--- config.mk ---
export PLATFORM = sky130hd
export DESIGN_NAME = order_preserving_varint_encoder_unit
export DESIGN_NICKNAME = d
export VERILOG_FILES = /design/src/rtl/opve_pkg.sv /design/src/rtl/order_preserving_varint_encoder_unit.sv /design/src/rtl/opve_encode.sv
export VERILOG_INCLUDE_DIRS = /design/src /design/src/rtl
export SDC_FILE = /design/constraint.sdc
export NUM_CORES = 1
export LEC_CHECK = 0
export ABC_AREA = 1
export BUFFER_PORTS_ARGS = -buffer_cell sky130_fd_sc_hd__buf_4
export CELL_PAD_IN_SITES_DETAIL_PLACEMENT = 1
export CELL_PAD_IN_SITES_GLOBAL_PLACEMENT = 1
export CORE_MARGIN = 4
export CORE_UTILIZATION = 48
export CTS_CLUSTER_DIAMETER = 200
export DETAILED_ROUTE_END_ITERATION = 16
export PLACE_DENSITY_LB_ADDON = 0.1
export SLEW_MARGIN = 20
export SYNTH_ARGS = -nofsm -noshare
export SYNTH_HDL_FRONTEND = slang
export SYNTH_SLANG_ARGS = --single-unit
--- constraint.sdc ---
create_clock -name clock -period 7.3 [get_ports clock]
set_input_delay 0.73 -clock clock [delete_from_list [all_inputs] [get_ports clock]]
set_output_delay 0.73 -clock clock [all_outputs]
set_load 0.02 [all_outputs]
--- src/rtl/order_preserving_varint_encoder_unit_defines.svh ---
// assertion macros for the order preserving varint encoder
// used by files that carry concurrent checks; no other dependencies
`ifndef ORDER_PRESERVING_VARINT_ENCODER_UNIT_DEFINES_SVH
`define ORDER_PRESERVING_VARINT_ENCODER_UNIT_DEFINES_SVH

// check that is held off while reset is high
`define OPVE_ASSERT(lbl, prop, msg) \
   lbl: assert property (@(posedge clock) disable iff (reset) prop) else $error(msg);

// check that also runs during reset
`define OPVE_ASSERT_ALWAYS(lbl, prop, msg) \
   lbl: assert property (@(posedge clock) prop) else $error(msg);

`endif

--- src/rtl/opve_pkg.sv ---
// shared types and constants of the order preserving varint encoder
// no dependencies
package opve_pkg;

   localparam int          BODY_BYTES    = 8;
   localparam int          VALUE_WIDTH   = 64;
   localparam int          LEN_WIDTH     = 4;
   localparam logic [7:0]  TAG_MIN_BASE  = 8'h80;
   localparam logic [7:0]  TAG_ZERO      = 8'd136;
   localparam logic [7:0]  TAG_MAX_BASE  = 8'hfd;
   localparam logic [63:0] SMALL_LIMIT   = 64'd109;

   // positions in the request tuser field
   localparam int USER_KIND_BIT = 0;
   localparam int USER_DESC_BIT = 1;
   localparam int USER_WIDTH    = 2;

   // encoded key: tag byte, body left aligned, body byte count
   typedef struct packed {
      logic [7:0]             tag;
      logic [VALUE_WIDTH-1:0] body;
      logic [LEN_WIDTH-1:0]   len;
   } enc_type;

endpackage

--- src/rtl/order_preserving_varint_encoder_unit.sv ---
// Order preserving varint key encoder. Each request carries a 64-bit value
// with a signed/unsigned kind and an ascending/descending flag and yields a
// memcomparable key of 1 to 9 bytes (tag byte, then big-endian body bytes),
// sent one byte per rsp transfer with rsp_tlast on the final byte. A request
// enters an input register, is encoded in one pass and loaded into an output
// shift stage; the next request is taken while the previous key drains. The
// first byte is registered in the input register and then in the output shift
// stage. A key is 1 + L bytes (L = body bytes, 0 to 8), each held on the rsp
// port until rsp_tready. Depends on opve_pkg, opve_encode and the defines
// header.
`include "order_preserving_varint_encoder_unit_defines.svh"

module order_preserving_varint_encoder_unit (
   input  logic                              clock,
   input  logic                              reset,
   input  logic                              req_tvalid,
   output logic                              req_tready,
   input  logic [opve_pkg::VALUE_WIDTH-1:0]  req_tdata,  // value
   input  logic [opve_pkg::USER_WIDTH-1:0]   req_tuser,  // kind, descending
   output logic                              rsp_tvalid,
   input  logic                              rsp_tready,
   output logic [7:0]                        rsp_tdata,  // out_byte
   output logic                              rsp_tlast
);
   import opve_pkg::*;

   logic                   in_valid_ff;
   logic [VALUE_WIDTH-1:0] in_value_ff;
   logic                   in_kind_ff;
   logic                   in_desc_ff;

   logic                   out_valid_ff;
   logic                   tag_phase_ff;
   logic [7:0]             tag_ff;
   logic [VALUE_WIDTH-1:0] body_ff;
   logic [LEN_WIDTH-1:0]   rem_ff;

   logic                   tag_phase_in;
   logic [VALUE_WIDTH-1:0] body_in;
   logic [LEN_WIDTH-1:0]   rem_in;

   enc_type                enc;
   logic                   req_fire;
   logic                   rsp_fire;
   logic                   done;
   logic                   load;

   opve_encode u_encode (
      .value      (in_value_ff),
      .kind       (in_kind_ff),
      .descending (in_desc_ff),
      .enc        (enc)
   );

   assign rsp_tvalid = out_valid_ff;
   assign rsp_tdata  = tag_phase_ff ? tag_ff : body_ff[VALUE_WIDTH-1 -: 8];
   assign rsp_tlast  = tag_phase_ff ? (rem_ff == '0) : (rem_ff == LEN_WIDTH'(1));

   assign rsp_fire   = rsp_tvalid && rsp_tready;
   assign done       = rsp_fire && rsp_tlast;
   assign load       = in_valid_ff && (!out_valid_ff || done);
   assign req_tready = !in_valid_ff || load;
   assign req_fire   = req_tvalid && req_tready;

   // input register
   always_ff @(posedge clock) begin
      if (reset) begin
         in_valid_ff <= 1'b0;
      end else if (req_tready) begin
         in_valid_ff <= req_tvalid;
      end
      if (req_fire) begin
         in_value_ff <= req_tdata;
         in_kind_ff  <= req_tuser[USER_KIND_BIT];
         in_desc_ff  <= req_tuser[USER_DESC_BIT];
      end
   end

   // output shift stage next values
   always_comb begin
      tag_phase_in = tag_phase_ff;
      body_in      = body_ff;
      rem_in       = rem_ff;
      if (load) begin
         tag_phase_in = 1'b1;
         body_in      = enc.body;
         rem_in       = enc.len;
      end else if (rsp_fire && !rsp_tlast) begin
         if (tag_phase_ff) begin
            tag_phase_in = 1'b0;
         end else begin
            body_in = {body_ff[VALUE_WIDTH-9:0], 8'd0};
            rem_in  = rem_ff - LEN_WIDTH'(1);
         end
      end
   end

   always_ff @(posedge clock) begin
      if (reset) begin
         out_valid_ff <= 1'b0;
         tag_phase_ff <= 1'b1;
         rem_ff       <= '0;
      end else begin
         if (load) begin
            out_valid_ff <= 1'b1;
         end else if (done) begin
            out_valid_ff <= 1'b0;
         end
         tag_phase_ff <= tag_phase_in;
         rem_ff       <= rem_in;
      end
      body_ff <= body_in;
      if (load) begin
         tag_ff <= enc.tag;
      end
   end

   `OPVE_ASSERT_ALWAYS(a_reset_empty, reset |=> !rsp_tvalid && !in_valid_ff, "valid after reset")
   `OPVE_ASSERT(a_body_count, out_valid_ff && !tag_phase_ff |-> rem_ff != '0 && rem_ff <= LEN_WIDTH'(BODY_BYTES), "bad body count")
   `OPVE_ASSERT(a_body_step, rsp_fire && !tag_phase_ff && !rsp_tlast |=> rem_ff == $past(rem_ff) - LEN_WIDTH'(1), "body count skip")
   `OPVE_ASSERT(a_drain_end, done && !load |=> !rsp_tvalid, "response after last byte")

endmodule

--- src/rtl/opve_encode.sv ---
// combinational key encoder: tag byte, body bytes and body length of one value
// depends on opve_pkg
module opve_encode (
   input  logic [opve_pkg::VALUE_WIDTH-1:0] value,
   input  logic                             kind,
   input  logic                             descending,
   output opve_pkg::enc_type                enc
);
   import opve_pkg::*;

   logic [VALUE_WIDTH-1:0] v;
   logic [VALUE_WIDTH-1:0] mag;
   logic [VALUE_WIDTH-1:0] body;
   logic [LEN_WIDTH-1:0]   cnt;
   logic [LEN_WIDTH-1:0]   len;
   logic [7:0]             tag;
   logic [6:0]             lsh;
   logic                   neg;
   logic                   udesc;

   assign v     = (kind && descending) ? ~value : value;
   assign neg   = kind && v[VALUE_WIDTH-1];
   assign udesc = !kind && descending;
   assign mag   = neg ? (64'd0 - v) : v;
   assign body  = udesc ? ~v : v;

   // significant byte count of the magnitude
   always_comb begin
      cnt = LEN_WIDTH'(1);
      for (int i = 1; i < BODY_BYTES; i++) begin
         if (mag[8*i +: 8] != 8'd0) begin
            cnt = LEN_WIDTH'(i + 1);
         end
      end
   end

   always_comb begin
      priority if (neg) begin
         len = cnt;
         tag = 8'(TAG_MIN_BASE + 8'(BODY_BYTES) - {4'd0, cnt});
      end else if (udesc) begin
         if (v == 64'd0) begin
            len = '0;
            tag = TAG_ZERO;
         end else begin
            len = cnt;
            tag = 8'(TAG_ZERO - {4'd0, cnt});
         end
      end else begin
         if (v <= SMALL_LIMIT) begin
            len = '0;
            tag = 8'(TAG_ZERO + v[7:0]);
         end else begin
            len = cnt;
            tag = 8'(TAG_MAX_BASE - 8'(BODY_BYTES) + {4'd0, cnt});
         end
      end
   end

   // move the first body byte to the top of the word
   assign lsh = {4'(4'(BODY_BYTES) - len), 3'b000};

   assign enc.tag  = tag;
   assign enc.len  = len;
   assign enc.body = body << lsh;

endmodule

=== Yosys cells after proc, flatten, opt, wreduce, memory -nomap -nowiden ===
Cells that the tools add are included.

* Flip-flop bits (word level): 145
* Bits in latches: 0
* RAM bits: 0
* Memory bits (read-only): 0
* Input port bits: 70
* Output and inout port bits: 11
* Logic and storage cells: 76
* Memories kept: 0

* $add $sub $neg: 6
* Multipliers: 0
* Divide/modulo/power cells: 0
* Order comparisons: 1
* Equality and inequality tests: 2
* Shift operators: 1
* Muxes and demuxes: 28
* Bitwise operators: 2
* Reduce and logical (&&, ||, !) cells: 27

{| class="wikitable"
|+ Operators with widths
! cell !! count
|-
| $mux 64 || 6
|-
| $not 64->64 || 2
|-
| $le 64x7->1 const B || 1
|-
| $logic_not 64->1 || 1
|-
| $shl 64x7->64 || 1
|-
| $sub 1x64->64 const A || 1
|-
| $reduce_bool 8->1 || 7
|-
| $mux 8 || 5
|-
| $mux 4 || 8
|-
| $mux 3 || 4
|-
| $add 8x8->8 const A || 1
|-
| $logic_and 1x1->1 || 8
|-
| $sub 8x4->8 const A || 1
|-
| $add 5x5->6 const A || 1
|-
| $eq 4x1->1 const B || 1
|-
| $logic_not 1->1 || 4
|-
| $logic_not 4->1 || 1
|-
| $mux 2 || 2
|-
| $reduce_bool 2->1 || 2
|-
| $sub 4x1->4 const B || 1
|-
| $sub 4x4->4 const A || 1
|-
| $mux 1 || 3
|-
| $logic_or 1x1->1 || 2
|-
| $ne 2x1->1 const B || 1
|-
| other kinds (2) || 2
|}

=== Longest topological paths before layout ===
Gate-level depths: netlist of the first run.

* Depth in word-level cells: 18
* Gate-level depth with buffers: 34
* Depth with buffers taken out: 30

=== Hierarchy ===
From an unflattened synthesis of the first run, not the netlist that was laid out.

* Cells, all modules: 1930
* Area total of the unflattened synthesis: 12580.8 µm²

{| class="wikitable"
|+ By module, submodules not included
! module !! times used !! cells each !! area each (µm²) !! sequential area each (µm²)
|-
| opve_encode || 1 || 1498 || 7058.0 || 0.0
|-
| order_preserving_varint_encoder_unit || 1 || 432 || 5522.8 || 4284.1
|}

=== Worst setup path before layout of the first run ===
OpenSTA, ideal clock, no wires.

* Kind: register to register
* Start point: register in_desc_ff
* End point: register body_ff[54] (data pin)
* Library setup time: 0.259 ns
* Arrival time: 3.957 ns
* Required time: 7.041 ns
* Setup slack: 3.084 ns
* Cell stages (with the launch flop): 28
* Path buffers: 7
* Clock period less this slack: 4.216 ns
* Cells stage by stage: edfxtp_1 > buf_2 > nand2_4 > buf_4 > nand2_1 > nand2_1 > nand2_1 > nor2_1 > nand2_1 > nor2_1 > nand3b_1 > nand2_1 > nand3_1 > xor2_1 > nor2_1 > nand3_1 > nor2_4 > buf_4 > buf_2 > and2_1 > inv_1 > ha_1 > clkbuf_1 > clkbuf_1 > clkbuf_1 > nand2_1 > nand3_1 > nand3_1

* Longest elaborated chain between the ends: 18
* Elaborated cells on any way between the ends: 31
* Those cells by class: add/sub: 2; order compare: 1; shift: 1; mux: 15; bitwise: 1; reduce/logical: 11

{| class="wikitable"
|+ RTL lines
! element !! RTL line !! text
|-
| from (decl) || order_preserving_varint_encoder_unit.sv:30 || <nowiki>logic in_desc_ff;</nowiki>
|-
| from (signal assigned) || order_preserving_varint_encoder_unit.sv:75 || <nowiki>in_desc_ff <= req_tuser[USER_DESC_BIT];</nowiki>
|-
| $logic_and 1x1->1 || opve_encode.sv:21 || <nowiki>assign v = (kind && descending) ? ~value : value;</nowiki>
|-
| $mux 64 || opve_encode.sv:21 ||
|-
| $sub 1x64->64 or $logic_and 1x1->1 (tied branches) || opve_encode.sv:24, opve_encode.sv:22 ||
|-
| $mux 64 || opve_encode.sv:24 || <nowiki>assign mag = neg ? (64'd0 - v) : v;</nowiki>
|-
| $reduce_bool 8->1 || opve_encode.sv:31 || <nowiki>if (mag[8*i +: 8] != 8'd0) begin</nowiki>
|-
| $mux 2 (2 in series) || opve_encode.sv:31 ||
|-
| $mux 3 (4 in series) || opve_encode.sv:31 ||
|-
| $mux 4 || opve_encode.sv:31 ||
|-
| $mux 4, on equally long branches || opve_encode.sv:50, opve_encode.sv:42 ||
|-
| $mux 4 || opve_encode.sv:41 || <nowiki>end else if (udesc) begin</nowiki>
|-
| $mux 4 || opve_encode.sv:38 || <nowiki>priority if (neg) begin</nowiki>
|-
| $sub 4x4->4 || opve_encode.sv:61 || <nowiki>assign lsh = {4'(4'(BODY_BYTES) - len), 3'b000};</nowiki>
|-
| $shl 64x7->64 (*) || opve_encode.sv:65 || <nowiki>assign enc.body = body << lsh;</nowiki>
|-
| $mux 64 (*) || order_preserving_varint_encoder_unit.sv:84 || <nowiki>if (load) begin</nowiki>
|-
| via body_in[54] || order_preserving_varint_encoder_unit.sv:39 || <nowiki>logic [VALUE_WIDTH-1:0] body_in;</nowiki>
|-
| to (signal assigned) || order_preserving_varint_encoder_unit.sv:112 || <nowiki>body_ff <= body_in;</nowiki>
|-
| to (decl) || order_preserving_varint_encoder_unit.sv:35 || <nowiki>logic [VALUE_WIDTH-1:0] body_ff;</nowiki>
|}

The timed path passes the listed nets; every way through them passes the cells marked *.
A chain may end at the register's enable or synchronous reset.

=== Final worst setup path of the first run ===
* Start point: register in_kind_ff
* End point: register body_ff[49] (data pin)

* Longest elaborated chain between the ends: 18
* Elaborated cells on any way between the ends: 32
* Those cells by class: add/sub: 2; order compare: 1; shift: 1; mux: 15; bitwise: 1; reduce/logical: 12

{| class="wikitable"
|+ RTL lines
! element !! RTL line !! text
|-
| from (decl) || order_preserving_varint_encoder_unit.sv:29 || <nowiki>logic in_kind_ff;</nowiki>
|-
| from (signal assigned) || order_preserving_varint_encoder_unit.sv:74 || <nowiki>in_kind_ff <= req_tuser[USER_KIND_BIT];</nowiki>
|-
| $logic_and 1x1->1 || opve_encode.sv:21 ||
|-
| $mux 64 || opve_encode.sv:21 ||
|-
| $sub 1x64->64 or $logic_and 1x1->1 (tied branches) || opve_encode.sv:24, opve_encode.sv:22 ||
|-
| $mux 64 || opve_encode.sv:24 ||
|-
| $reduce_bool 8->1 || opve_encode.sv:31 ||
|-
| $mux 2 (2 in series) || opve_encode.sv:31 ||
|-
| $mux 3 (4 in series) || opve_encode.sv:31 ||
|-
| $mux 4 || opve_encode.sv:31 ||
|-
| $mux 4, on equally long branches || opve_encode.sv:50, opve_encode.sv:42 ||
|-
| $mux 4 || opve_encode.sv:41 ||
|-
| $mux 4 || opve_encode.sv:38 ||
|-
| $sub 4x4->4 || opve_encode.sv:61 ||
|-
| $shl 64x7->64 (*) || opve_encode.sv:65 ||
|-
| $mux 64 (*) || order_preserving_varint_encoder_unit.sv:84 ||
|-
| via body_in[49] || order_preserving_varint_encoder_unit.sv:39 ||
|}

Marked as above.

==> metrics, run 1 <==
die area=0.0278 mm^2; Max Clk Rate=~0.15 GHz; Crit Path Class=flop to flop; DRT iter0 DRCs=approximately 1100; Post-Syn Nets=approximately 1900; Routed WL=46900 um; cell mode on critical path=nand2_1; hold path endpoint=in_value_ff[38]; largest cells by area after synthesis=edfxtp_1 34%, nand2_1 22%, nand3_1 12%; io pins=81; total track usage=33.6%; fin crit share=~90%; vias=about 13000; reg2reg end=body_ff[49]; Slew @ Worst Pin=1.15 ns; Reg clk slew, reported paths=~0.08 ns; Area Overhead vs Synth=10.2%; final setup skew=0.0173 ns; Rel. slew slack=between 20% and 30%; Worst setup startpoint=in_kind_ff; Final Instance Area=approximately 0.013 mm^2; Hold Crit Class=input pin to flop; final setup vio count=0; share of cells above drive strength 1=around 8.7%; hold_buf cts=0; GRT overflow=0; Worst setup SP type=flop; Mapped Area=about 0.012 mm^2; CTS max path bufs=2; CTS tree=built; CP arrival=6.89 ns; slowest stage cell on the critical path=inv_2; largest net degree at the start of global routing=86; Worst Path Max Fanout=66; Cells after Synth=1838; drt drc=0; r2r setup slk=around 0.60 ns; final net count=between 1500 and 2000; FFs w/ async S/R, synth=0%; status=completed; pre-CTS WS=around 0.95 ns; most common cell in the netlist=nand2_1; RSZ-0062 raised after global routing=false; syn avg cell area=6.58 um^2; CTS Root Cell=clkbuf_16; initial core utilization=about half; Reg2Reg Launch Point=in_kind_ff; clk_lat worst skew=roughly 0.45 ns; horizontal die dimension=between 150 and 200 um; buffer and inverter count on the worst path=3; Synth Register Bits=around 150; Avg Vias per Cell=around 5.9; RD Place Congestion=approximately 1; leakage power=6.23 nW; crit-path cells=nand2_4, nand2_1, nand2_1, nand2_1, nor2_1, nand2_1, nor2_1, nand4_1, nand2_1, nand3_1, nand2_1, nand2_1, nor2_1, nand3_1, nor2_4, and2_1, inv_1, ha_1, buf_4, inv_2, nand3_1, nand3_1, nand3_1; hold_sp=req_tdata[38]; WL/cell=~21 um; core area=0.0245 mm^2; Yosys top cell by area=edfxtp_1; Max Slew Vio Count=0; top cell type's share of synthesized area=between 30% and 40%; Post-DP Area=around 0.013 mm^2; PwrDens=between 200 and 250 mW/mm^2; I/O Buffers=80; top_reg_cell synth=edfxtp_1; worst stage delay on the critical path=0.90 ns; ANT nets after route=0; Final Critical Period=6.70 ns; Post-CTS Setup Bufs=0; top cells by count, synth=709 x nand2_1, 289 x nand3_1, 158 x inv_1, 138 x edfxtp_1, 132 x nor2_1; antenna violations before repair=1; crit end category=flop; total chip power=around 2.7 mW; Fin. Hold Viols=0; Hold WS=0.447 ns; worst reg-to-reg path cell count=23; delay-heaviest family, CP=simple AND/OR/NAND/NOR gates; CTS buffer count=17; Final HPWL DP=34200 um; setup_tns=0 ns; Req. time, crit path=roughly 7.5 ns; FILL cells=3332; Peak VDD IR=about 110 uV; WHS Path Cells=1; # clock sinks=between 100 and 150; YS warnings=0; setup ws final=0.597 ns; site row count=57; vias in the first global route=roughly 13000; cts repair resizes=0; TritonRoute pass-1 iters=6; post-synthesis sequential area ratio=a little over a third; Chip Height=between 150 and 200 um; H-tree levels=4; first-pass GRT wire length=about 74000 um; Max-Cap Viols=0; post-synthesis cell type count=41; Post-synth EDFFs=roughly 140
==> cells by family (layout without fill, tap and decap cells) <==
group / after synthesis / count (layout) / share of synthesized area [%]
AOI/OAI and AO/OA: 115 / 115 / 5.62
xor gates and xnor gates: 66 / 66 / 4.78
adders and majority gates: 6 / 6 / 0.621
buffers and inverters: 263 / 294 / 9.32
DFF: 145 / 145 / 35.4
other: 1 / 2 / 0.0310
and+or+nand+nor: 1242 / 1242 / 44.2
==> stage by stage <==
step	utilization (%)	cells
2_1_floorplan	-	1838
3_3_place_gp	51.9	2160
3_5_place_dp	51.9	2160
4_1_cts	54.2	2192
5_1_grt	54.3	2193
6_report	54.3	2194
==> worst max-delay path by stage <==
| stage | end | slack, ns | cells past startpoint |
|---|---|---|---|
| 5_1_grt | body_ff[49] | 0.20 | 23 |
| 3_5_place_dp | body_ff[59] | 0.95 | 23 |
| 3_3_place_gp | body_ff[50] | 1.18 | 23 |
| 6_report | body_ff[49] | 0.60 | 23 |
| 2_1_floorplan | body_ff[54] | 3.08 | 27 |
| 4_1_cts | body_ff[49] | 0.82 | 23 |
==> routing by layer <==
metal / up-vias / global-route usage, % / share of wire (%)
met2: 519 / 55.7 / 48
met1: 6308 / 43.4 / 41
met3: 121 / 6.23 / 7.0
li1: 6066 / - / -
met4: 2 / 13.6 / 4.2
met5: - / 0 / 0.043
==> final cells by class <==
type	instances	area (um^2)	share of cell area [%]
Multi-Input combinational cell	1430	6700	50.2
Timing Repair Buffer	96	741	5.56
Antenna cell	1	2.50	0.0188
Tap cell	324	405	3.04
Inverter	166	626	4.69
Clock buffer	17	425	3.19
Clock inverter	15	149	1.12
Sequential cell	145	4280	32.1
==> layout by cell type, fill, tap and decap left out, types with 14 or more instances in the layout <==
cell,count
a21oi_1,14
buf_4,95
clkbuf_16,17
edfxtp_1,138
inv_1,157
nand2_1,707
nand3_1,289
nand4_1,79
nor2_1,131
o21a_1,19
o21ai_0,58
xnor2_1,27
xor2_1,39
==> flip-flops by register name, indices dropped and copies added, names as in the netlist <==
signal,flops
tag_phase_ff,1
tag_ff,8
rsp_tvalid,1
in_desc_ff,1
in_valid_ff,1
in_kind_ff,1
body_ff,64
rem_ff,4
in_value_ff,64
==> power breakdown <==
group / switching (mW) / internal (mW)
clock: 0.444 / 0.454
combinational: 0.535 / 0.224
sequential: 0.0385 / 0.987
(Power assumes the default switching activity.)
==> run 2, diff against run 1 <==
- CELL_PAD_IN_SITES_GLOBAL_PLACEMENT: 1 -> 2
- CORE_UTILIZATION: 48 -> 37
- GPL_ROUTABILITY_DRIVEN: default -> 0
- SETUP_SLACK_MARGIN: default -> 0.2
==> run 2 against run 1 <==
Against the previous run:
- die area increased by 28%
- routed wire length about the same
- first-iteration DRC count decreased by 14%
- core utilization decreased by 12 points
- clock skew increased by 0.0034 ns
- critical endpoint is now body_ff[43]
- largest power group unchanged
==> metrics, run 2 (synthesis gave the netlist of run 1 again) <==
Area Overhead vs Synth=11.4% (was 10.2%); final net count=1931 (was 1932); Worst setup SP type=flop (unchanged); final setup skew=0.0206 ns (was 0.0173 ns); total track usage=26.3% (was 33.6%); status=completed (unchanged); drt drc=0 (unchanged); die area=0.0356 mm^2 (was 0.0278 mm^2); TritonRoute pass-1 iters=7 (was 6); H-tree levels=4 (unchanged); Avg Vias per Cell=5.39 (was 5.93); final setup vio count=0 (unchanged); site row count=65 (was 57); setup ws final=1.22 ns (was 0.597 ns); fin crit share=83.3% (was 91.8%); Chip Height=189 um (was 167 um); horizontal die dimension=189 um (was 167 um); Final Instance Area=0.0135 mm^2 (was 0.0133 mm^2); CTS buffer count=17 (unchanged); Crit Path Class=flop to flop (unchanged); DRT iter0 DRCs=940 (was 1099); Max Clk Rate=0.164 GHz (was 0.149 GHz); most common cell after layout, fill and taps aside=nand2_1 (unchanged); core area=0.0319 mm^2 (was 0.0245 mm^2); Final Critical Period=6.08 ns (was 6.70 ns); Max Slew Vio Count=0 (unchanged); clk_lat worst skew=0.46 ns (was 0.45 ns); first-pass GRT wire length=72900 um (was 74300 um); Routed WL=46800 um (was 46900 um); io pins=81 (unchanged); commonest cells after routing, fill and taps aside=707 x nand2_1, 289 x nand3_1, 157 x inv_1 (unchanged); Post-DP Area=0.0129 mm^2 (was 0.0127 mm^2); Req. time, crit path=7.62 ns (was 7.49 ns); Reg clk slew, reported paths=0.07 ns (was 0.08 ns); FILL cells=4192 (was 3332); Max-Cap Viols=0 (unchanged); leakage power=6.22 nW (was 6.23 nW); Final HPWL DP=35200 um (was 34200 um); PwrDens=200 mW/mm^2 (was 201 mW/mm^2); Hold Crit Class=input pin to flop (unchanged); crit end category=flop (unchanged); pre-CTS WS=1.33 ns (was 0.949 ns); ANT nets after route=0 (unchanged); setup_tns=0 ns (unchanged); Antenna diodes=0 (was 1); # clock sinks=145 (unchanged); Worst Path Max Fanout=74 (was 66); vias in the first global route=12456 (was 13318); I/O Buffers=80 (unchanged); share of cells above drive strength 1=8.51% (was 8.67%); Largest regs=body_ff: 64 flops, in_value_ff: 64 flops, tag_ff: 8 flops (unchanged); hold_buf cts=0 (unchanged); Fin. Hold Viols=0 (unchanged); antenna violations before repair=1 (unchanged); WL/cell=20.3 um (was 21.4 um); Rel. slew slack=27.2% (was 22.4%); CTS Root Cell=clkbuf_16 (unchanged); Post-CTS Setup Bufs=0 (unchanged); CTS max path bufs=2 (unchanged); GRT overflow=0 (unchanged); Slew @ Worst Pin=1.09 ns (was 1.15 ns); CP arrival=6.40 ns (was 6.89 ns); CTS tree=built (unchanged); RSZ-0062 raised after global routing=false (unchanged); cts repair resizes=0 (unchanged); Peak VDD IR=212 uV (was 109 uV); largest net degree at the start of global routing=86 (unchanged); vias=12415 (was 13016); initial core utilization=37.9% (was 49.3%)
-- run 2: through the flow --
step / power, mW / cells / hold WS [ns] / utilization (%)
after global routing: 2.85 / 2303 / 0.424 / 42.3
after floorplan: 1.53 / 1838 / 0.445 / -
after global placement: 1.78 / 2271 / 0.468 / 40.4
after detailed placement: 1.79 / 2271 / 0.485 / 40.4
final: 2.70 / 2303 / 0.443 / 42.3
after CTS: 2.71 / 2303 / 0.422 / 42.3
-- run 2: worst paths after layout --
path	slack [ns]	cells past startpoint	from	to
worst max-delay path	1.22	24	in_kind_ff	body_ff[43]
worst min-delay path	0.44	1	req_tdata[13]	in_value_ff[13]
worst max register to register	1.22	24	in_kind_ff	body_ff[43]
worst min register to register	0.49	2	in_valid_ff	rsp_tvalid
-- run 2: area by class of cell --
class	count	area (um^2)	area share (%)
clock buffers	20	437	3.24
multi-input cells	1430	6700	49.7
repair buffers	95	726	5.39
inverters	166	626	4.64
well taps	435	544	4.04
flip-flops and latches	145	4280	31.8
clock inverters	12	156	1.16
-- run 2: report_power, final --
part	internal (mW)	switching [mW]	leakage [nW]	total, mW
clock	0.538	0.381	0.277	0.919
combinational	0.222	0.531	4.57	0.753
sequential	0.988	0.0359	1.38	1.02
total	1.75	0.947	6.22	2.70
-- run 2: critical path, stage by stage (launching register included) --
cell      delay (ns)
edfxtp_1        0.43
nand2_4         0.68
nand2_1         0.12
nand2_1         0.24
nand2_1         0.14
inv_1           0.07
nand2_1         0.05
nor2_2          0.21
nand3_1         0.21
o21ai_2         0.44
nand3_1         0.24
nand2_1         0.11
nand2_1         0.05
nor2_1          0.14
nand2_1         0.13
nor2_4          0.16
buf_4           0.67
nand2_2         0.22
nand2_2         0.13
nand2_4         0.11
nor2_4          0.84
inv_4           0.23
nand2_1         0.15
nand2_1         0.06
nand2_1         0.06
-- run 2: routing by layer --
layer	track usage, %	wire length [um]	up-vias
met5	0	0	-
met4	7.29	1140	0
met3	4.04	1970	45
met2	43.4	21900	295
met1	36.0	21900	6007
li1	-	-	6068
==> run 3, diff against run 2 <==
- CORE_UTILIZATION: 37 -> 31
- clock period: 7.3 -> 5.4 ns (I/O delays scaled with it)
==> run 3 against run 2 <==
Against the previous run:
- critical path depth is 2 higher
- sequential power increased by 35%
- routed wire length rose by 8.2%
- largest power group unchanged
- hold slack lost 0.22 ns
==> metrics, run 3 (synthesis gave the netlist of run 1 again) <==
status=completed (unchanged); Worst setup SP type=flop (unchanged); initial core utilization=31.3% (was 37.9%); Reg2Reg Launch Point=in_desc_ff (was in_kind_ff); WHS Path Cells=1 (unchanged); PwrDens=264 mW/mm^2 (was 200 mW/mm^2); I/O Buffers=80 (unchanged); Req. time, crit path=5.54 ns (was 7.62 ns); Reg clk slew, reported paths=0.06 ns (was 0.07 ns); CTS buffer count=17 (unchanged); Peak VDD IR=207 uV (was 212 uV); # placed instances=2370 (was 2271); RSZ-0062 raised after global routing=true (was false); clk_lat worst skew=0.49 ns (was 0.46 ns); die area=0.0422 mm^2 (was 0.0356 mm^2); Slew @ Worst Pin=0.923 ns (was 1.09 ns); Chip Height=205 um (was 189 um); Layout Utilization=35.8% (was 42.3%); vias in the first global route=12503 (was 12456); Largest regs=body_ff: 64 flops, in_value_ff: 64 flops, tag_ff: 8 flops (unchanged); drt drc=0 (unchanged); CP arrival=5.05 ns (was 6.40 ns); # clock sinks=145 (unchanged); first-pass GRT wire length=76800 um (was 72900 um); ANT nets after route=0 (unchanged); core area=0.0386 mm^2 (was 0.0319 mm^2); hold_sp=req_tdata[29] (was req_tdata[13]); commonest cells after routing, fill and taps aside=704 x nand2_1, 289 x nand3_1, 155 x inv_1 (was 707 x nand2_1, 289 x nand3_1, 157 x inv_1); vias=12466 (was 12415); fin crit share=90.9% (was 83.3%); crit end category=flop (unchanged); Avg Vias per Cell=5.18 (was 5.39); leakage power=6.34 nW (was 6.22 nW); Final Critical Period=4.91 ns (was 6.08 ns); share of cells above drive strength 1=9.86% (was 8.51%); Antenna diodes=0 (unchanged); final net count=1950 (was 1931); total track usage=24.3% (was 26.3%); total chip power=3.64 mW (was 2.70 mW); final setup skew=0.0181 ns (was 0.0206 ns); FILL cells=4956 (was 4192); antenna violations before repair=1 (unchanged); io pins=81 (unchanged); TritonRoute pass-1 iters=5 (was 7); Hold Crit Class=input pin to flop (unchanged); Worst setup startpoint=in_desc_ff (was in_kind_ff); Crit Path Class=flop to flop (unchanged); non-filler cells, final=2405 (was 2303); Final HPWL DP=38900 um (was 35200 um); site row count=72 (was 65); Max-Cap Viols=0 (unchanged); Area Overhead vs Synth=14.3% (was 11.4%); Fin. Hold Viols=0 (unchanged); CTS Root Cell=clkbuf_16 (unchanged); GRT overflow=0 (unchanged); reg2reg end=tag_ff[2] (was body_ff[43]); CTS tree=built (unchanged); Worst Path Max Fanout=70 (was 74); WL/cell=21.1 um (was 20.3 um); Max Clk Rate=0.204 GHz (was 0.164 GHz); hold path endpoint=in_value_ff[29] (was in_value_ff[13]); DRT iter0 DRCs=892 (was 940); setup_tns=0 ns (unchanged); largest net degree at the start of global routing=86 (unchanged); Routed WL=50700 um (was 46800 um); Max Slew Vio Count=0 (unchanged); CTS max path bufs=2 (unchanged); horizontal die dimension=205 um (was 189 um); Rel. slew slack=37.8% (was 27.2%); most common cell after layout, fill and taps aside=nand2_1 (unchanged); H-tree levels=4 (unchanged); worst reg-to-reg path cell count=26 (was 24); final setup vio count=0 (unchanged); r2r setup slk=0.49 ns (was 1.22 ns)
-- run 3: metal layers --
layer	vias to the layer above	part of all wire, %	routed length [um]	track usage (%)
li1	6103	-	-	-
met1	6020	48	24200	33.6
met3	55	4.2	2110	4.30
met2	288	45	22800	38.4
met5	-	0	0	0
met4	0	3.1	1570	8.71
-- run 3: critical path: stages (launching register included) --
cell	delay [ns]
edfxtp_1	0.50
nand2_8	0.20
buf_12	0.21
nand2_1	0.07
nand2_1	0.27
nand2_1	0.15
nor2_1	0.21
nand3_1	0.15
nor2_1	0.11
nand2_1	0.19
nand2_1	0.27
nand2_1	0.10
xor2_1	0.15
nor2_1	0.10
nand2_1	0.09
nor2_2	0.22
nand2_1	0.11
nand2_2	0.11
buf_12	0.30
nand2_1	0.18
inv_1	0.10
ha_1	0.16
inv_1	0.07
nand3_1	0.08
o211ai_1	0.09
nand2_1	0.10
o21ai_0	0.24
-- run 3: final cells by class --
| cell class | instances | area (um^2) | area share (%) |
|---|---|---|---|
| multi-input combinational | 1430 | 6730 | 48.7 |
| sequential | 145 | 4280 | 31.0 |
| timing repair buffer | 114 | 957 | 6.92 |
| tap | 518 | 648 | 4.69 |
| inverter | 166 | 633 | 4.58 |
| clock buffer | 19 | 433 | 3.13 |
| clock inverter | 13 | 135 | 0.978 |
-- run 3: where the power goes --
part           total, mW  internal [mW]  switching, mW
combinational       1.07          0.320          0.746
sequential          1.38           1.33         0.0495
clock               1.19          0.677          0.516
total               3.64           2.33           1.31
-- run 3: what timing repair did --
| action | in CTS | in global routing |
|---|---|---|
| hold buffers | 0 | 0 |
| buffers inserted | 0 | 3 |
| endpoints found under the setup margin | 0 | 65 |
| gates resized for setup | 0 | 14 |
-- run 3: stage by stage --
| stage | setup WS, ns | hold WS [ns] | cell area (um^2) |
|---|---|---|---|
| 6_report | 0.493 | 0.226 | 13800 |
| 5_1_grt | 0.176 | 0.195 | 13800 |
| 4_1_cts | 0.270 | 0.181 | 13700 |
| 3_5_place_dp | 0.293 | 0.477 | 13200 |
| 3_3_place_gp | 0.347 | 0.470 | 13200 |
| 2_1_floorplan | 1.18 | 0.445 | 12100 |
-- run 3: worst max-delay path by stage --
| stage | endpoint | slack [ns] | depth (start not counted) |
|---|---|---|---|
| floorplan | body_ff[55] | 1.18 | 27 |
| finish | tag_ff[2] | 0.49 | 26 |
| global placement | body_ff[39] | 0.35 | 26 |
| detailed placement | body_ff[37] | 0.29 | 26 |
| CTS | body_ff[37] | 0.27 | 26 |
| global route | body_ff[38] | 0.18 | 26 |
